[src/ptt_pkg.sv]
`default_nettype none

package ptt_pkg;

	// Counter and field widths.
	localparam int CNT_W  = 16;
	localparam int USEC_W = 20;
	localparam int TS_W   = 64;
	localparam int OFFS_W = 32;

	// Shared divider: the dividend is wide enough for a counter span times
	// the microsecond period.
	localparam int DVD_W     = CNT_W + USEC_W;
	localparam int DVS_W     = CNT_W;
	localparam int DIV_STEPS = DVD_W;
	localparam int STEP_W    = $clog2(DIV_STEPS + 1);

	// Stream widths.
	localparam int IN_DATA_W  = 2 * CNT_W;
	localparam int OUT_FLD_W  = 3 * CNT_W + 2 + TS_W + OFFS_W;
	localparam int OUT_DATA_W = ((OUT_FLD_W + 7) / 8) * 8;
	localparam int OUT_PAD_W  = OUT_DATA_W - OUT_FLD_W;

	// Configuration port.
	localparam int CFG_IDX_W  = 2;
	localparam int CFG_DATA_W = USEC_W;

	typedef enum logic [CFG_IDX_W-1:0] {
		CFG_TICKS_PER_JIFFY  = 2'd0,
		CFG_USEC_PER_JIFFY   = 2'd1,
		CFG_TIMER_STOLEN     = 2'd2,
		CFG_TIMESTAMP_ENABLE = 2'd3
	} cfg_idx_t;

	typedef enum logic [2:0] {
		REQ_TICK      = 3'd0,
		REQ_ACK       = 3'd1,
		REQ_READ_TS   = 3'd2,
		REQ_DEADLINE  = 3'd3,
		REQ_REMAINING = 3'd4,
		REQ_OFFSET    = 3'd5
	} req_t;

	localparam logic [CNT_W-1:0]  TICKS_RESET    = 16'd18750;
	localparam logic [USEC_W-1:0] USEC_RESET     = 20'd10000;
	localparam logic [CNT_W-1:0]  SHORT_DEADLINE = 16'd2;
	localparam logic [OFFS_W-1:0] OFFS_MAX       = '1;

endpackage

`default_nettype wire

[src/ptt_div.sv]
`default_nettype none

// Restoring divider that retires one quotient bit per cycle.
module ptt_div (
	input  wire logic                       clk,
	input  wire logic                       arst_n,
	input  wire logic                       start,
	input  wire logic [ptt_pkg::DVD_W-1:0]  dividend,
	input  wire logic [ptt_pkg::DVS_W-1:0]  divisor,
	output logic                            done,
	output logic [ptt_pkg::DVD_W-1:0]       quotient,
	output logic [ptt_pkg::DVS_W-1:0]       remainder
);
	import ptt_pkg::*;

	logic [DVS_W-1:0]  rem_q;
	logic [DVD_W-1:0]  quo_q;
	logic [DVS_W-1:0]  dvs_q;
	logic [STEP_W-1:0] cnt_q;
	logic              done_q;
	logic [DVS_W:0]    trial;
	logic [DVS_W:0]    diff;
	logic              fits;

	assign trial = {rem_q, quo_q[DVD_W-1]};
	assign diff  = trial - {1'b0, dvs_q};
	assign fits  = trial >= {1'b0, dvs_q};

	always_ff @(posedge clk or negedge arst_n) begin
		if (!arst_n) begin
			cnt_q  <= '0;
			done_q <= 1'b0;
		end else begin
			done_q <= 1'b0;
			if (start) begin
				cnt_q <= STEP_W'(DIV_STEPS);
			end else if (cnt_q != '0) begin
				cnt_q  <= cnt_q - STEP_W'(1);
				done_q <= (cnt_q == STEP_W'(1));
			end
		end
	end

	always_ff @(posedge clk) begin
		if (start) begin
			rem_q <= '0;
			quo_q <= dividend;
			dvs_q <= divisor;
		end else if (cnt_q != '0) begin
			rem_q <= fits ? diff[DVS_W-1:0] : trial[DVS_W-1:0];
			quo_q <= {quo_q[DVD_W-2:0], fits};
		end
	end

	assign done      = done_q;
	assign quotient  = quo_q;
	assign remainder = rem_q;

endmodule

`default_nettype wire

[src/periodic_tick_tracker_with_timestamp.sv]
// Flow: a normal tick or an offset read with a nonzero period passes through the multiplier
// and the 36-step shared divider; every other request goes straight to the finish state.
// One item is taken at a time: the input is ready again only after the finish state hands
// its result to the output register, which waits while an output stall holds it full.
// Reset: arst_n is asynchronous and active low; it restores the configuration defaults,
// clears the boundary and timestamp, and loads the compare register with the default period.
`default_nettype none

module periodic_tick_tracker_with_timestamp (
	input  wire logic                               clk,
	input  wire logic                               arst_n,
	// Input items.
	input  wire logic                               s_axis_tvalid,
	output logic                                    s_axis_tready,
	input  wire logic [ptt_pkg::IN_DATA_W-1:0]      s_axis_tdata,  // counter_value, delay
	input  wire logic [2:0]                         s_axis_tuser,  // req_type
	// Result items.
	output logic                                    m_axis_tvalid,
	input  wire logic                               m_axis_tready,
	// ticks_elapsed, compare_out, compare_written, trigger_now, timestamp,
	// remaining, offset_usec, then zero padding.
	output logic [ptt_pkg::OUT_DATA_W-1:0]          m_axis_tdata,
	// Configuration writes.
	input  wire logic                               cfg_valid,
	output logic                                    cfg_ready,
	input  wire logic [ptt_pkg::CFG_IDX_W-1:0]      cfg_index,
	input  wire logic [ptt_pkg::CFG_DATA_W-1:0]     cfg_data
);
	import ptt_pkg::*;

	// The sequencer walks one item through the multiplier and the shared divider.
	// Requests that need no division go straight to the finish state.
	typedef enum logic [3:0] {
		ST_IDLE = 4'b0001,
		ST_MUL  = 4'b0010,
		ST_DIV  = 4'b0100,
		ST_FIN  = 4'b1000
	} state_t;

	state_t state_q;

	// Configuration registers.
	logic [CNT_W-1:0]  period_q;
	logic [USEC_W-1:0] usec_q;
	logic              stolen_q;
	logic              ts_en_q;

	// Tracker state.
	logic [CNT_W-1:0] boundary_q;
	logic [CNT_W-1:0] compare_q;
	logic [TS_W-1:0]  ext_q;

	// The item being worked on.
	req_t             req_q;
	logic [CNT_W-1:0] cv_q;
	logic [CNT_W-1:0] delay_q;

	// Output register.
	logic                  m_valid_q;
	logic [OUT_DATA_W-1:0] m_data_q;

	logic             in_accept;
	logic             out_free;
	req_t             in_req;
	logic             in_needs_div;
	logic [CNT_W-1:0] elapsed;

	logic             div_start;
	logic [DVD_W-1:0] div_dividend;
	logic             div_done;
	logic [DVD_W-1:0] div_quo;
	logic [DVS_W-1:0] div_rem;

	// Values computed in the finish state.
	logic [CNT_W-1:0]  f_ticks;
	logic [CNT_W-1:0]  f_compare;
	logic              f_written;
	logic              f_trig;
	logic [TS_W-1:0]   f_ts;
	logic [CNT_W-1:0]  f_rem;
	logic [OFFS_W-1:0] f_offs;
	logic [CNT_W-1:0]  f_boundary;
	logic [TS_W-1:0]   f_ext;
	logic [TS_W-1:0]   ext_sample;
	logic [CNT_W-1:0]  new_boundary;

	assign cfg_ready     = 1'b1;
	assign s_axis_tready = (state_q == ST_IDLE);
	assign in_accept     = s_axis_tvalid && s_axis_tready;
	assign out_free      = !m_valid_q || m_axis_tready;
	assign in_req        = req_t'(s_axis_tuser);

	// A division runs for a normal tick and for an offset read, and only when the
	// period is nonzero.
	assign in_needs_div = (period_q != '0) &&
		((in_req == REQ_TICK && !stolen_q) || in_req == REQ_OFFSET);

	assign elapsed = cv_q - boundary_q;

	// The product (for a tick, the elapsed count) is loaded straight into the divider's dividend register.
	assign div_start    = (state_q == ST_MUL);
	assign div_dividend = (req_q == REQ_OFFSET) ? DVD_W'(elapsed) * DVD_W'(usec_q)
	                                            : DVD_W'(elapsed);

	ptt_div u_div (
		.clk       (clk),
		.arst_n    (arst_n),
		.start     (div_start),
		.dividend  (div_dividend),
		.divisor   (period_q),
		.done      (div_done),
		.quotient  (div_quo),
		.remainder (div_rem)
	);

	// Wrap extension: if the sample is below the stored low bits, the counter wrapped.
	assign ext_sample = {ext_q[TS_W-1:CNT_W] + (TS_W-CNT_W)'(cv_q < ext_q[CNT_W-1:0]), cv_q};

	// The boundary after a normal tick with a nonzero period sits the remainder of the division
	// below the sample, which saves multiplying the quotient back by the period.
	assign new_boundary = (period_q == '0) ? boundary_q : cv_q - div_rem;

	always_comb begin
		f_ticks    = '0;
		f_compare  = compare_q;
		f_written  = 1'b0;
		f_trig     = 1'b0;
		f_ts       = '0;
		f_rem      = '0;
		f_offs     = '0;
		f_boundary = boundary_q;
		f_ext      = ext_q;
		case (req_q)
			REQ_TICK: begin
				if (stolen_q) begin
					f_ticks    = CNT_W'(1);
					f_boundary = boundary_q + period_q;
				end else begin
					f_ticks    = (period_q == '0) ? '0 : div_quo[CNT_W-1:0];
					f_boundary = new_boundary;
					f_compare  = new_boundary + period_q;
					f_written  = 1'b1;
				end
			end
			REQ_ACK: begin
				if (ts_en_q) begin
					f_ext = ext_sample;
					f_ts  = ext_sample;
				end
			end
			REQ_READ_TS: begin
				if (ts_en_q) begin
					f_ts = ext_sample;
				end
			end
			REQ_DEADLINE: begin
				if (delay_q > SHORT_DEADLINE) begin
					f_compare = cv_q + delay_q;
					f_written = 1'b1;
				end else begin
					f_trig = 1'b1;
				end
			end
			REQ_REMAINING: begin
				f_rem = compare_q - cv_q;
			end
			REQ_OFFSET: begin
				// A zero period and a quotient beyond 32 bits both saturate.
				if (period_q == '0 || div_quo[DVD_W-1:OFFS_W] != '0) begin
					f_offs = OFFS_MAX;
				end else begin
					f_offs = div_quo[OFFS_W-1:0];
				end
			end
			default: begin
			end
		endcase
	end

	// Sequencer, configuration and tracker state.
	always_ff @(posedge clk or negedge arst_n) begin
		if (!arst_n) begin
			state_q    <= ST_IDLE;
			period_q   <= TICKS_RESET;
			usec_q     <= USEC_RESET;
			stolen_q   <= 1'b0;
			ts_en_q    <= 1'b0;
			boundary_q <= '0;
			compare_q  <= TICKS_RESET;
			ext_q      <= '0;
			m_valid_q  <= 1'b0;
		end else begin
			if (cfg_valid && cfg_ready) begin
				case (cfg_idx_t'(cfg_index))
					CFG_TICKS_PER_JIFFY:  period_q <= cfg_data[CNT_W-1:0];
					CFG_USEC_PER_JIFFY:   usec_q   <= cfg_data;
					CFG_TIMER_STOLEN:     stolen_q <= cfg_data[0];
					CFG_TIMESTAMP_ENABLE: ts_en_q  <= cfg_data[0];
					default: begin
					end
				endcase
			end

			// A new result takes the output register as soon as it is free.
			if (state_q == ST_FIN && out_free) begin
				m_valid_q <= 1'b1;
			end else if (m_axis_tready) begin
				m_valid_q <= 1'b0;
			end

			case (state_q)
				ST_IDLE: begin
					if (in_accept) begin
						state_q <= in_needs_div ? ST_MUL : ST_FIN;
					end
				end
				ST_MUL: begin
					state_q <= ST_DIV;
				end
				ST_DIV: begin
					if (div_done) begin
						state_q <= ST_FIN;
					end
				end
				ST_FIN: begin
					if (out_free) begin
						boundary_q <= f_boundary;
						compare_q  <= f_compare;
						ext_q      <= f_ext;
						state_q    <= ST_IDLE;
					end
				end
				default: begin
					state_q <= ST_IDLE;
				end
			endcase
		end
	end

	// Item and result payload.
	always_ff @(posedge clk) begin
		if (in_accept) begin
			req_q   <= in_req;
			cv_q    <= s_axis_tdata[CNT_W-1:0];
			delay_q <= s_axis_tdata[2*CNT_W-1:CNT_W];
		end
		if (state_q == ST_FIN && out_free) begin
			m_data_q <= {{OUT_PAD_W{1'b0}}, f_offs, f_rem, f_ts, f_trig, f_written,
				f_compare, f_ticks};
		end
	end

	assign m_axis_tvalid = m_valid_q;
	assign m_axis_tdata  = m_data_q;

endmodule

`default_nettype wire

[config.mk]
export PLATFORM = sky130hd
export DESIGN_NAME = periodic_tick_tracker_with_timestamp
export DESIGN_NICKNAME = d
export VERILOG_FILES = /design/src/ptt_pkg.sv /design/src/ptt_div.sv /design/src/periodic_tick_tracker_with_timestamp.sv
export SDC_FILE = /design/constraint.sdc
export NUM_CORES = 2
export LEC_CHECK = 0
export ABC_AREA = 1
export BUFFER_PORTS_ARGS = -buffer_cell sky130_fd_sc_hd__buf_2
export CAP_MARGIN = 20
export CORE_MARGIN = 2
export CORE_UTILIZATION = 55
export DETAILED_ROUTE_END_ITERATION = 7
export PLACE_DENSITY = 0.82
export SLEW_MARGIN = 20
export SYNTH_ARGS = -nofsm -noshare
export SYNTH_HDL_FRONTEND = slang
export SYNTH_SLANG_ARGS = --single-unit
[constraint.sdc]
create_clock -name clk -period 22.2 [get_ports clk]
set_input_delay 4.44 -clock clk [delete_from_list [all_inputs] [get_ports clk]]
set_output_delay 4.44 -clock clk [all_outputs]
set_load 0.1 [all_outputs]
==> flow_summary.yaml <==
status:
  outcome: "finished clean"
timing:
  fin_skew_ns: 0.0353
  fin_tns_setup_ns: 0
  min_period_over_period: 0.403
  hold_violations: 0
  tightest_slew_ns: 1.11
  min_period_ns: 8.94
  drv_slew: 0
  relSlewSlack: 0.257
  setup_viol: 0
  rsz0062_at_grt: "false"
  max_freq_mhz: 112
grt:
  grt_pass1_wl_um: 148000
  grt_pass1_vias: 27142
  grt-ovfl-total: 0
  grtUsageTotal: 0.315
  antenna_found_initial: 1
  grt_max_degree: 101
  met3_usage: 0.0595
  top_usage_layer: "met2"
  use_met2: 0.510
  met1_usage: 0.413
place:
  hpwl_um: 71800
  place_inst: 4740
  io_buffers: 209
  place.gp.congestion: 0.966
route:
  postRouteWirelength_um: 94000
  wl_per_cell_um: 19.5
  drc: 0
  ant_nets: 0
  avgViaCountPerCell: 5.69
  firstDrtPassIters: 6
  vias: 27451
  drt_iter0_drc: 2638
logic_synthesis:
  synthArstFlopShare: 0.370
  avgSynthCellArea_um2: 8.41
  synth_edf_count: 233
  synthCells: 3852
  yosysWarnings: 0
  synth-seq-cells: 395
  synthFlopType: "edfxtp_1"
  seq_area_frac_synth: 0.339
  synth_cell_types: 61
  syn_area_um2: 32400
cts:
  clock_latency_ns: 0.61
  postCtsHoldBufs: 0
  cts_made_buffers: 45
  cts_tree: "yes"
  cts_resized: 0
  cts-root-buf: "clkbuf_16"
  htreeDepth: 2
  cts_sinks: 395
  cts_buffer_depth: 3
  path_clk_slew_ns: 0.07
  post_cts_buffers: 0
cells_and_area:
  syn2layout_area_growth_pct: 10.2
  final-instance-count-excl-fill: 4826
  utilization: 0.615
  mostFrequentLayoutCells: "776 x nand2_1, 740 x inv_1, 315 x nor2_1, 300 x o21ai_0, 257 x fa_1"
  num-nets-final: 4576
  drive_gt1_frac: 0.0953
  final_common_cell: "nand2_1"
worst_setup_path:
  cp.required_ns: 22.54
  crit_slowest_cell: "nor4_1"
  cp_max_fo: 17
  rrSetupSlack_ns: 13.26
  end_kind: "flip-flop"
  worstSetupStartpointType: "flip-flop"
  max_stage_delay_ns: 0.71
  cpMostUsedCell: "fa_1"
  worst_ep_arrival_time_ns: 9.28
  worst-setup-path-type: "flip-flop to flip-flop"
floorplan:
  ios: 217
  die_area_um2: 60900
  initial_core_util: 0.559
  coreArea_um2: 58000
  rows: 88
  die_y_um: 247
  dieWidth_um: 247
flow_run:
  drv_cap: 0
hold_path:
  hp-class: "flip-flop to flip-flop"
## final cells by class
type | instances | area (um^2)
Fill cell | 4833 | 22300
Multi-Input combinational cell | 2593 | 18100
Sequential cell | 395 | 11000
Inverter | 760 | 2860
Clock buffer | 56 | 1240
Timing Repair Buffer | 228 | 1210
Tap cell | 765 | 957
Clock inverter | 27 | 307
Antenna cell | 2 | 5.00
## final timing paths
check,endpoint,depth (start not counted),start
max,u_div.quotient[30]$_DFFE_PP_,32,cv_q[0]$_DFFE_PP_
min,u_div.done$_DFF_PN0_,1,u_div.cnt_q[2]$_DFFE_PN0P_
max reg2reg,u_div.quotient[30]$_DFFE_PP_,32,cv_q[0]$_DFFE_PP_
min reg2reg,u_div.done$_DFF_PN0_,1,u_div.cnt_q[2]$_DFFE_PN0P_
max in group asynchronous,usec_q[16]$_DFFE_PN0P_,2,arst_n
min in group asynchronous,ext_q[56]$_DFFE_PN0P_,1,arst_n
## cells in the mapped netlist, drive strengths merged, types with 16 or more instances
| master | count | area [um^2] |
|---|---|---|
| a21o | 16 | 120 |
| nand3 | 120 | 618 |
| nor2 | 322 | 1230 |
| xnor2 | 30 | 263 |
| o21ai | 305 | 1530 |
| dfrtp | 124 | 3100 |
| buf | 26 | 153 |
| o221ai | 17 | 149 |
| nor3 | 46 | 250 |
| clkbuf | 83 | 314 |
| dfstp | 22 | 578 |
| a21oi | 209 | 1050 |
| inv | 749 | 2810 |
| xor2 | 59 | 517 |
| edfxtp | 233 | 7000 |
| nand4 | 21 | 146 |
| o211ai | 22 | 165 |
| ha | 234 | 2930 |
| or2 | 31 | 194 |
| o21a | 16 | 120 |
| dfxtp | 16 | 320 |
| nor4 | 27 | 190 |
| fa | 257 | 5140 |
| nand2 | 781 | 2950 |
## cells by family (layout without fill, tap and decap cells)
family | count (synthesis) | count (layout) | share of synthesized area
simple gates | 1360 | 1360 | 0.175
buf+inv | 869 | 1071 | 0.102
compound gates | 646 | 646 | 0.110
fa+ha+maj | 491 | 491 | 0.249
flops | 395 | 395 | 0.339
xor+xnor | 89 | 89 | 0.0240
other cells | 2 | 9 | 0.000232
## sequential cells by signal, summed over array words and instances, names as in the netlist, 20 cells and up
| register | flops |
|---|---|
| u_div.quotient | 36 |
| usec_q | 20 |
| ext_q | 64 |
| m_axis_tdata | 146 |
## per-stage QoR
step / hold WS [ns] / worst slack [ns] / instance area (um^2)
6_report: 0.461 / 13.26 / 35700
4_1_cts: 0.465 / 13.44 / 35700
3_3_place_gp: 0.431 / 13.70 / 34100
5_1_grt: 0.502 / 12.97 / 35700
3_5_place_dp: 0.442 / 13.47 / 34100
2_1_floorplan: 0.408 / 12.48 / 32400
## worst max-delay path: cells and delay by family (launching register included)
family	cells	cell delay, ns
and+or+nand+nor	12	2.49
DFF	1	0.42
AOI/OAI and AO/OA	5	0.69
buffers and inverters	6	1.07
adders and majority gates	9	4.01
## layer usage
layer,wire length [um],vias up
met5,0,-
met4,4820,0
met3,8780,315
met2,43400,1390
met1,37000,13087
li1,-,12659
Power is not shown: default switching activity piles up to over one toggle a cycle in this logic, so the estimate is an artifact.
